File: src/hdl/skf_pkg.sv
// shared types, constants and microcode table for the scalar kalman filter
`timescale 1ns / 1ps

package skf_pkg;

  localparam int unsigned DataW    = 32;
  localparam int unsigned PcW      = 3;
  localparam int unsigned CntW     = 5;
  localparam int unsigned DivSteps = 16;
  localparam int unsigned GainW    = 16;
  localparam int unsigned ProdW    = 52;
  localparam int unsigned ApbAddrW = 3;

  localparam logic [GainW-1:0] GainMax = '1;
  localparam logic [GainW:0]   FracOne = 17'h10000;

  typedef enum logic [2:0] {
    OP_LOAD,
    OP_DENOM,
    OP_DIV,
    OP_GAIN,
    OP_MUL_EST,
    OP_MUL_VAR,
    OP_POST,
    OP_EMIT
  } op_e;

  typedef enum logic [1:0] {
    C_NEXT,
    C_WAIT_IN,
    C_LOOP_CNT,
    C_WAIT_OUT
  } cond_e;

  typedef struct packed {
    op_e            op;
    cond_e          cond;
    logic [PcW-1:0] target;
    logic           cnt_load;
  } uword_t;

  typedef struct packed {
    op_e  op;
    logic exec;
  } dp_cmd_t;

  typedef struct packed {
    logic in_valid;
    logic out_free;
  } seq_stat_t;

  localparam logic [PcW-1:0] PcWait = 3'd0;
  localparam logic [PcW-1:0] PcDiv  = 3'd2;

  function automatic uword_t ucode(input logic [PcW-1:0] pc);
    uword_t w;
    w = '{op: OP_EMIT, cond: C_WAIT_OUT, target: PcWait, cnt_load: 1'b0};
    unique case (pc)
      3'd0: w = '{op: OP_LOAD,    cond: C_WAIT_IN,  target: PcWait, cnt_load: 1'b0};
      3'd1: w = '{op: OP_DENOM,   cond: C_NEXT,     target: PcWait, cnt_load: 1'b1};
      3'd2: w = '{op: OP_DIV,     cond: C_LOOP_CNT, target: PcDiv,  cnt_load: 1'b0};
      3'd3: w = '{op: OP_GAIN,    cond: C_NEXT,     target: PcWait, cnt_load: 1'b0};
      3'd4: w = '{op: OP_MUL_EST, cond: C_NEXT,     target: PcWait, cnt_load: 1'b0};
      3'd5: w = '{op: OP_MUL_VAR, cond: C_NEXT,     target: PcWait, cnt_load: 1'b0};
      3'd6: w = '{op: OP_POST,    cond: C_NEXT,     target: PcWait, cnt_load: 1'b0};
      3'd7: w = '{op: OP_EMIT,    cond: C_WAIT_OUT, target: PcWait, cnt_load: 1'b0};
      default: w = '{op: OP_EMIT, cond: C_WAIT_OUT, target: PcWait, cnt_load: 1'b0};
    endcase
    return w;
  endfunction

endpackage

File: src/hdl/skf_apb_regs.sv
// apb configuration registers for process and measurement noise
`timescale 1ns / 1ps

module skf_apb_regs import skf_pkg::*; (
  input  logic                clk_i,
  input  logic                rst_ni,
  input  logic                psel,
  input  logic                penable,
  input  logic                pwrite,
  input  logic [ApbAddrW-1:0] paddr,
  input  logic [31:0]         pwdata,
  output logic [31:0]         prdata,
  output logic                pready,
  output logic [DataW-1:0]    process_noise_o,
  output logic [DataW-1:0]    measure_noise_o
);

  logic [DataW-1:0] q_noise_q, r_noise_q;
  logic             wr_en;

  assign pready = 1'b1;
  assign wr_en  = psel & penable & pwrite & pready;

  always_ff @(posedge clk_i or negedge rst_ni) begin
    if (!rst_ni) begin
      q_noise_q <= 32'd655;
      r_noise_q <= 32'd65536;
    end else if (wr_en) begin
      if (paddr[2]) begin
        r_noise_q <= pwdata;
      end else begin
        q_noise_q <= pwdata;
      end
    end
  end

  // byte lanes within a word are not decoded
  assign prdata          = paddr[2] ? r_noise_q : q_noise_q;
  assign process_noise_o = q_noise_q;
  assign measure_noise_o = r_noise_q;

endmodule

File: src/hdl/skf_sequencer.sv
// microcode sequencer: step counter, control rom and division loop counter
`timescale 1ns / 1ps

module skf_sequencer import skf_pkg::*; (
  input  logic      clk_i,
  input  logic      rst_ni,
  input  seq_stat_t stat_i,
  output dp_cmd_t   cmd_o,
  output logic      in_ready_o
);

  logic [PcW-1:0]  pc_q, pc_d;
  logic [CntW-1:0] cnt_q, cnt_d;
  uword_t          uw;
  logic            exec;

  assign uw = ucode(pc_q);

  always_comb begin
    exec = 1'b1;
    pc_d = PcW'(pc_q + 1'b1);
    case (uw.cond)
      C_WAIT_IN: begin
        exec = stat_i.in_valid;
        pc_d = exec ? PcW'(pc_q + 1'b1) : pc_q;
      end
      C_LOOP_CNT: begin
        pc_d = (cnt_q != '0) ? uw.target : PcW'(pc_q + 1'b1);
      end
      C_WAIT_OUT: begin
        exec = stat_i.out_free;
        pc_d = exec ? uw.target : pc_q;
      end
      default: begin
        pc_d = PcW'(pc_q + 1'b1);
      end
    endcase
  end

  always_comb begin
    cnt_d = cnt_q;
    if (exec && uw.cnt_load) begin
      cnt_d = CntW'(DivSteps);
    end else if (uw.cond == C_LOOP_CNT && cnt_q != '0) begin
      cnt_d = CntW'(cnt_q - 1'b1);
    end
  end

  always_ff @(posedge clk_i or negedge rst_ni) begin
    if (!rst_ni) begin
      pc_q  <= PcWait;
      cnt_q <= '0;
    end else begin
      pc_q  <= pc_d;
      cnt_q <= cnt_d;
    end
  end

  assign cmd_o      = '{op: uw.op, exec: exec};
  assign in_ready_o = (uw.cond == C_WAIT_IN);

endmodule

File: src/hdl/skf_datapath.sv
// filter datapath: state, restoring divider and one shared multiplier
`timescale 1ns / 1ps

module skf_datapath import skf_pkg::*; (
  input  logic             clk_i,
  input  logic             rst_ni,
  input  dp_cmd_t          cmd_i,
  input  logic [DataW-1:0] measurement_i,
  input  logic [DataW-1:0] process_noise_i,
  input  logic [DataW-1:0] measure_noise_i,
  output logic [DataW-1:0] estimate_o,
  output logic [DataW-1:0] variance_o
);

  logic [DataW-1:0] est_q, est_d;
  logic [DataW-1:0] var_q, var_d;
  logic [DataW-1:0] prior_q, prior_d;
  logic [DataW:0]   diff_q, diff_d;
  logic [DataW:0]   denom_q, denom_d;
  logic [DataW+1:0] rem_q, rem_d;
  logic [GainW:0]   quo_q, quo_d;
  logic [GainW-1:0] gain_q, gain_d;
  logic [ProdW-1:0] prod_q, prod_d;

  logic [DataW:0]          prior_sum;
  logic                    ge;
  logic [DataW:0]          rsub;
  logic signed [DataW+1:0] mul_a;
  logic signed [GainW+1:0] mul_b;
  logic signed [ProdW-1:0] mul_p;
  logic [GainW:0]          one_minus_gain;

  assign prior_sum      = {1'b0, var_q} + {1'b0, process_noise_i};
  assign ge             = rem_q >= {1'b0, denom_q};
  assign rsub           = ge ? (DataW+1)'(rem_q - {1'b0, denom_q}) : rem_q[DataW:0];
  assign one_minus_gain = FracOne - {1'b0, gain_q};

  always_comb begin
    if (cmd_i.op == OP_MUL_VAR) begin
      mul_a = $signed({2'b00, prior_q});
      mul_b = $signed({1'b0, one_minus_gain});
    end else begin
      mul_a = $signed({diff_q[DataW], diff_q});
      mul_b = $signed({2'b00, gain_q});
    end
  end

  assign mul_p = mul_a * mul_b;

  always_comb begin
    est_d   = est_q;
    var_d   = var_q;
    prior_d = prior_q;
    diff_d  = diff_q;
    denom_d = denom_q;
    rem_d   = rem_q;
    quo_d   = quo_q;
    gain_d  = gain_q;
    prod_d  = prod_q;
    if (cmd_i.exec) begin
      unique case (cmd_i.op)
        OP_LOAD: begin
          prior_d = prior_sum[DataW] ? '1 : prior_sum[DataW-1:0];
          diff_d  = {measurement_i[DataW-1], measurement_i} - {est_q[DataW-1], est_q};
        end
        OP_DENOM: begin
          denom_d = {1'b0, prior_q} + {1'b0, measure_noise_i};
          rem_d   = {2'b00, prior_q};
          quo_d   = '0;
        end
        OP_DIV: begin
          rem_d = {rsub, 1'b0};
          quo_d = {quo_q[GainW-1:0], ge};
        end
        OP_GAIN: begin
          if (denom_q == '0) begin
            gain_d = '0;
          end else if (quo_q[GainW]) begin
            gain_d = GainMax;
          end else begin
            gain_d = quo_q[GainW-1:0];
          end
        end
        OP_MUL_EST: begin
          prod_d = mul_p;
        end
        OP_MUL_VAR: begin
          // floor of diff * gain / 2^16 added modulo 2^32
          est_d  = est_q + prod_q[DataW+15:16];
          prod_d = mul_p;
        end
        OP_POST: begin
          var_d = prod_q[DataW+15:16];
        end
        OP_EMIT: begin
        end
        default: begin
        end
      endcase
    end
  end

  always_ff @(posedge clk_i or negedge rst_ni) begin
    if (!rst_ni) begin
      est_q <= '0;
      var_q <= '0;
    end else begin
      est_q <= est_d;
      var_q <= var_d;
    end
  end

  always_ff @(posedge clk_i) begin
    prior_q <= prior_d;
    diff_q  <= diff_d;
    denom_q <= denom_d;
    rem_q   <= rem_d;
    quo_q   <= quo_d;
    gain_q  <= gain_d;
    prod_q  <= prod_d;
  end

  assign estimate_o = est_q;
  assign variance_o = var_q;

endmodule

File: src/hdl/scalar_kalman_filter.sv
// top level of the scalar kalman filter with output register
//
//   channel   dir  handshake                 payload
//   s_axis    in   tvalid / tready           tdata[31:0] measurement
//   m_axis    out  tvalid / tready           tdata[31:0] estimate, [63:32] error_variance
//   apb       in   psel / penable / pwrite   Q at 0x0, R at 0x4
//
// each beat runs through the microcode program from acceptance to result: the 17-step
// restoring division loop plus seven other steps
// reset clears estimate and variance to zero and sets Q and R to their defaults
// a stalled result holds in the output register; the next beat is accepted
// meanwhile and the sequencer waits on its final step until the register frees
`timescale 1ns / 1ps

module scalar_kalman_filter import skf_pkg::*; (
  input  logic                clk_i,
  input  logic                rst_ni,
  input  logic                s_axis_tvalid,
  output logic                s_axis_tready,
  input  logic [31:0]         s_axis_tdata,   // [31:0] measurement
  output logic                m_axis_tvalid,
  input  logic                m_axis_tready,
  output logic [63:0]         m_axis_tdata,   // [31:0] estimate, [63:32] error_variance
  input  logic                psel,
  input  logic                penable,
  input  logic                pwrite,
  input  logic [ApbAddrW-1:0] paddr,
  input  logic [31:0]         pwdata,
  output logic [31:0]         prdata,
  output logic                pready
);

  logic [DataW-1:0] q_noise, r_noise, est, variance;
  dp_cmd_t          cmd;
  seq_stat_t        stat;
  logic             out_valid_q;
  logic [63:0]      out_data_q;
  logic             out_load;

  skf_apb_regs u_regs (
    .clk_i,
    .rst_ni,
    .psel,
    .penable,
    .pwrite,
    .paddr,
    .pwdata,
    .prdata,
    .pready,
    .process_noise_o (q_noise),
    .measure_noise_o (r_noise)
  );

  assign stat = '{in_valid: s_axis_tvalid, out_free: (!out_valid_q || m_axis_tready)};

  skf_sequencer u_seq (
    .clk_i,
    .rst_ni,
    .stat_i     (stat),
    .cmd_o      (cmd),
    .in_ready_o (s_axis_tready)
  );

  skf_datapath u_dp (
    .clk_i,
    .rst_ni,
    .cmd_i           (cmd),
    .measurement_i   (s_axis_tdata),
    .process_noise_i (q_noise),
    .measure_noise_i (r_noise),
    .estimate_o      (est),
    .variance_o      (variance)
  );

  assign out_load = cmd.exec && (cmd.op == OP_EMIT);

  always_ff @(posedge clk_i or negedge rst_ni) begin
    if (!rst_ni) begin
      out_valid_q <= 1'b0;
    end else if (out_load) begin
      out_valid_q <= 1'b1;
    end else if (m_axis_tready) begin
      out_valid_q <= 1'b0;
    end
  end

  always_ff @(posedge clk_i) begin
    if (out_load) begin
      out_data_q <= {variance, est};
    end
  end

  assign m_axis_tvalid = out_valid_q;
  assign m_axis_tdata  = out_data_q;

endmodule

File: config.mk
export PLATFORM = sky130hd
export DESIGN_NAME = scalar_kalman_filter
export DESIGN_NICKNAME = d
export VERILOG_FILES = /design/src/hdl/skf_pkg.sv /design/src/hdl/skf_apb_regs.sv /design/src/hdl/skf_sequencer.sv /design/src/hdl/skf_datapath.sv /design/src/hdl/scalar_kalman_filter.sv
export SDC_FILE = /design/constraint.sdc
export NUM_CORES = 2
export LEC_CHECK = 0
export BUFFER_PORTS_ARGS = -buffer_cell sky130_fd_sc_hd__buf_4
export CAP_MARGIN = 20
export CORE_ASPECT_RATIO = 1.4
export CORE_MARGIN = 2
export CORE_UTILIZATION = 50
export DETAILED_ROUTE_END_ITERATION = 6
export PLACE_DENSITY_LB_ADDON = 0.3
export RECOVER_POWER = 50
export SETUP_SLACK_MARGIN = 0.4
export SLEW_MARGIN = 20
export SYNTH_ARGS = -nofsm -noshare
export SYNTH_HDL_FRONTEND = slang
export SYNTH_SLANG_ARGS = --single-unit
File: constraint.sdc
create_clock -name clk_i -period 11.03 [get_ports clk_i]
set_input_delay 1.6545 -clock clk_i [delete_from_list [all_inputs] [get_ports clk_i]]
set_output_delay 1.6545 -clock clk_i [all_outputs]
set_load 0.005 [all_outputs]
* Yosys cells after proc, flatten, opt, wreduce, memory -nomap -nowiden *
Memory sizes are Yosys's and may differ from the RTL's.
Cells that the tools add are included.

storage, ports and cells
  flip-flop bits (word level) = 414
  bits in read-only memories = 56
  input port bits = 74
  output and inout bits = 99
  word-level logic and storage cells = 79
  memories = 1

operators by class
  add/sub/neg operators = 8
  $mul = 1
  magnitude comparators = 1
  equal/unequal tests = 12
  multiplexer cells = 16
  bitwise gates (word level) = 3
  reductions and logical operators = 22

memory list
  name             depth  width  rd ports  clocked after memory_dff  write ports  RTL line       text
  (no name shown)  8      7      1         0                         0            skf_pkg.sv:58  unique case (pc)

operator list
  operator                number
  $pmux 34 s2             1
  $add 32x32->33          2
  $mul 34x18->48          1
  $ge 34x33->1            1
  $mux 34                 1
  $pmux 17 s2             1
  $logic_not 33->1        1
  $mux 33                 1
  $sub 32x32->33          1
  $sub 33x33->33          1
  $add 32x32->32          1
  $mux 32                 1
  $reduce_and 2->1        10
  $mux 17                 1
  $sub 17x16->17 const A  1
  $mux 16                 1
  $eq 3x3->1 const B      4
  $mux 5                  2
  $mux 3                  3
  $pmux 3 s3              1
  $eq 3x2->1 const B      2
  $reduce_bool 2->1       3
  $reduce_bool 5->1       1
  $sub 5x1->5 const B     1
  15 further kinds        20

* Longest topological paths before layout *
  depth in word-level cells = 5
  gate-level depth with buffers = 33
  gate-level depth less buffers = 31

* Modules after synthesis *
From an unflattened synthesis, not the netlist that was laid out.

unflattened totals
  cells, all modules = 4238
  area total of the unflattened synthesis = 41285.8 µm²

modules (own cells, without submodules)
  module                times used  cells an instance  area each (µm²)  seq. area each (µm²)
  skf_datapath          1           3939               35805.6          7517.2
  skf_apb_regs          1           174                2920.3           1610.3
  scalar_kalman_filter  1           68                 1970.6           1946.9
  skf_sequencer         1           57                 589.3            200.2

* Worst setup path before layout *
No wires, ideal clock.

  kind = register to register
  from = reg u_dp.gain_q[5]
  to = reg u_dp.prod_q[46], data pin
  setup time = 271 ps
  data arrival time = 7943 ps
  required time = 10759 ps
  slack = 2816 ps
  cell stages (with the launch flop) = 29
  buffers on the path = 2
  clock period less this slack = 8214 ps
  path through = edfxtp_1 clkbuf_1 or4_1 or4_1 o21ai_0 nand2_1 xor2_1 clkbuf_1 nand2_1 fa_1 inv_1 fa_1 fa_1 fa_1 fa_1 inv_1 fa_1 inv_1 ha_1 nand3_1 nor2_1 and3_1 a221o_1 a31oi_1 a211oi_1 nor2_1 nor2_1 a2111oi_0 xnor2_1

between the ends
  cells in the longest elaborated chain, start to end = 3

ends and longest elaborated chain
  what                    RTL line             text
  start, declared         skf_datapath.sv:22   logic [GainW-1:0] gain_q, gain_d;
  start signal, assigned  skf_datapath.sv:119  gain_q <= gain_d;
  $sub 17x16->17          skf_datapath.sv:36   assign one_minus_gain = FracOne - {1'b0, gain_q};
  $mux 17 *               skf_datapath.sv:39   if (cmd_i.op == OP_MUL_VAR) begin
  $mul 34x18->48 *        skf_datapath.sv:48   assign mul_p = mul_a * mul_b;
  net u_dp.mul_p[46]      skf_datapath.sv:30   logic signed [ProdW-1:0] mul_p;
  end signal, assigned    skf_datapath.sv:120  prod_q <= prod_d;
  end, declared           skf_datapath.sv:23   logic [ProdW-1:0] prod_q, prod_d;

The timed path passes the listed nets; every way through them passes the cells marked *.
A chain may end at the register's enable or synchronous reset.

* Final worst setup path *
  from = reg u_dp.gain_q[6]
  to = reg u_dp.prod_q[47], data pin

The elaborated chain is that of the path after synthesis.

==> summary.txt <==
Tmin final: 9420 ps
Top_reg_cell synth: edfxtp_1
Gr usage total: 27.6%
Routed WL: 113000 um
Via count: 30556
GPL Wtd Cong: 0.947
Synth Register Bits: 398
Status: finished with violations
Port Buf Inserts: 169
Share of cells above drive strength 1: 10.3%
Final count of negative-setup-slack endpoints: 0
Async set-reset flop share out of synthesis: 34.4%
Pre-CTS worst setup slack: 1780 ps
Post_cts resized: 0
Netlist Area Pre-Place: 40900 um2
Failing checks: capacitance limit, slew limit
Core Box Area: 81300 um2
CP Class: reg2reg
Starting DRT DRC Count: 2004
Sum Neg Setup Slack: 0 ps
RSZ-0062 raised after global routing: false
Largest stage delay on the critical path: 620 ps
Startpoint types: register
DR pass1 iterations: 6
Remaining DRCs: 0
Cell taking the most area after synthesis: fa_1
EDFF count, synth: 261
H-tree levels: 2
Top post-synthesis cells by area: fa_1 25%, edfxtp_1 19%, ha_1 8.5%, dfrtp_1 8.0%, inv_1 6.4%
IO Pins: 173
Die ar.: 84100 um2
Longest Clk Path Bufs: 3
Area of the multi-input gates: 26600 um2
CTS root buf: clkbuf_16
CP delay by family, top: adder cells
Largest fanout on the critical path: 10
Final hold viol count: 0
Clock sink count: 398
Largest net degree at the start of global routing: 70
Max-cap violations: 8
Antenna violations before repair: 0
Buf/Inv on CP: 3
Register area: 11300 um2
CTS Buf Count: 44
Cell count after synthesis: 4217
Seq/Total Area, Yosys: 27.6%
Final instance area: 44900 um2
Fin. max-slew vios: 409
CTS tree: built
Rel. slew slack: -185%
Slowest cell on crit path: or4_1
CTS Hold Buffers Added: 0
Post-DP HPWL: 90500 um
Final period util: 85.4%
Fillcell total: 7223
Setup Skew: 18.1 ps
Worst-Margin Slew: 4270 ps
Later-pin clock latency in the skew report: 590 ps
Vias per Instance: 5.59
Wire length per cell: 20.6 um
Clock-pin slew of the registers on the worst-case setup and hold paths: 60 ps
Fmax: 106 MHz
Starting density of the core: 50.3%
Top cell type's share of synthesized area: 25.4%
Yosys Warn Count: 0
Die Ht: 342 um
Worst EP arrival: 9750 ps
Post-synth cell types: 82
DRT antenna net count: 0
First-pass GRT wire length: 177000 um
Hold Crit Class: reg2reg
GRT Residual Overflow: 0
Nets: 5235
Most common cell in the netlist: inv_1
# rows: 124
CP dominant cell by count: fa_1
Vias in the first global route: 31796
Die Wd: 246 um
Synth cell count leaders: 695 x inv_1, 603 x nand2_1, 519 x fa_1, 379 x nor2_1, 278 x ha_1
Final core occ: 55.3%
Setup slack after layout: 1610 ps
Synthesized Nets: 5088
Area Overhead vs Synth: 9.94%
Post-CTS setup buffer count: 0
Mean Syn Cell Area: 9.69 um2
Antenna cells: 0
Worst EP required: 11350 ps
Placed Area: 43600 um2
Worst Setup End Kind: register
## final cells by class
class	count	area share, %
well taps	1071	2.98
repair buffers	230	3.60
clock inverters	18	0.512
inverters	695	5.81
clock buffers	64	2.78
flip-flops and latches	398	25.1
multi-input cells	2995	59.2
## state kept, by name, summed over array words and instances (netlist names), 33 cells and up
register      count
m_axis_tdata     64
u_dp.denom_q     33
u_dp.diff_q      33
u_dp.rem_q       34
## cell families after synthesis
logic type                 share of synthesized area (%)
other                                            0.00918
buffers and inverters                               7.62
and+or+nand+nor                                     13.2
xor gates and xnor gates                            4.22
muxes                                               4.41
DFF                                                 27.6
adders and majority gates                           33.9
AOI/OAI and AO/OA                                   9.03
## layer usage
metal | up-vias | wire (um) | global-route usage [%]
met4 | 0 | 6640 | 14.3
met2 | 1010 | 56300 | 48.3
met3 | 295 | 6500 | 3.17
met5 | - | 0 | 0
li1 | 13922 | - | -
met1 | 15329 | 43400 | 33.6
## path summary, 6_finish.rpt
check,start,endpoint,slack (ps),cells past startpoint
max,u_dp.gain_q[6]$_SDFFCE_PN0P_,u_dp.prod_q[47]$_DFFE_PP_,1610,26
max reg2reg,u_dp.gain_q[6]$_SDFFCE_PN0P_,u_dp.prod_q[47]$_DFFE_PP_,1610,26
min in group asynchronous,rst_ni,u_regs.process_noise_o[25]$_DFFE_PN0P_,2570,1
min reg2reg,u_dp.estimate_o[31]$_DFFE_PN0P_,m_axis_tdata[31]$_DFFE_PP_,450,0
min,u_dp.estimate_o[31]$_DFFE_PN0P_,m_axis_tdata[31]$_DFFE_PP_,450,0
max in group asynchronous,rst_ni,u_dp.estimate_o[1]$_DFFE_PN0P_,3390,2
## metrics by stage
step | hold WS (ps) | std cells
floorplan | 425 | 4217
detailed placement | 445 | 5389
global placement | 451 | 5389
finish | 451 | 5471
global route | 464 | 5471
CTS | 457 | 5471
## cells in the final DEF (no fill, tap or decap), drive strengths merged, types with 6 or more instances in the layout
cell	n
nand4	19
buf	159
and3	26
nor2	379
mux2i	36
clkbuf	135
dfrtp	130
fa	519
edfxtp	261
nand3	39
mux2	128
o21ai	128
dfstp	7
nor2b	29
a31o	7
a2111oi	6
o211ai	6
o21bai	14
clkinv	10
nor4	16
a21boi	9
nor3	32
a21oi	170
a21o	92
a211oi	13
xnor2	124
and2	29
a41oi	6
o31ai	13
a31oi	30
nand2	603
ha	278
or2	14
o21a	33
or3	9
xor2	73
nand2b	44
a211o	6
inv	698
Power is left out: the tool's default activity adds up to more than one toggle a clock period on the data nets, which glitch-free logic cannot reach.
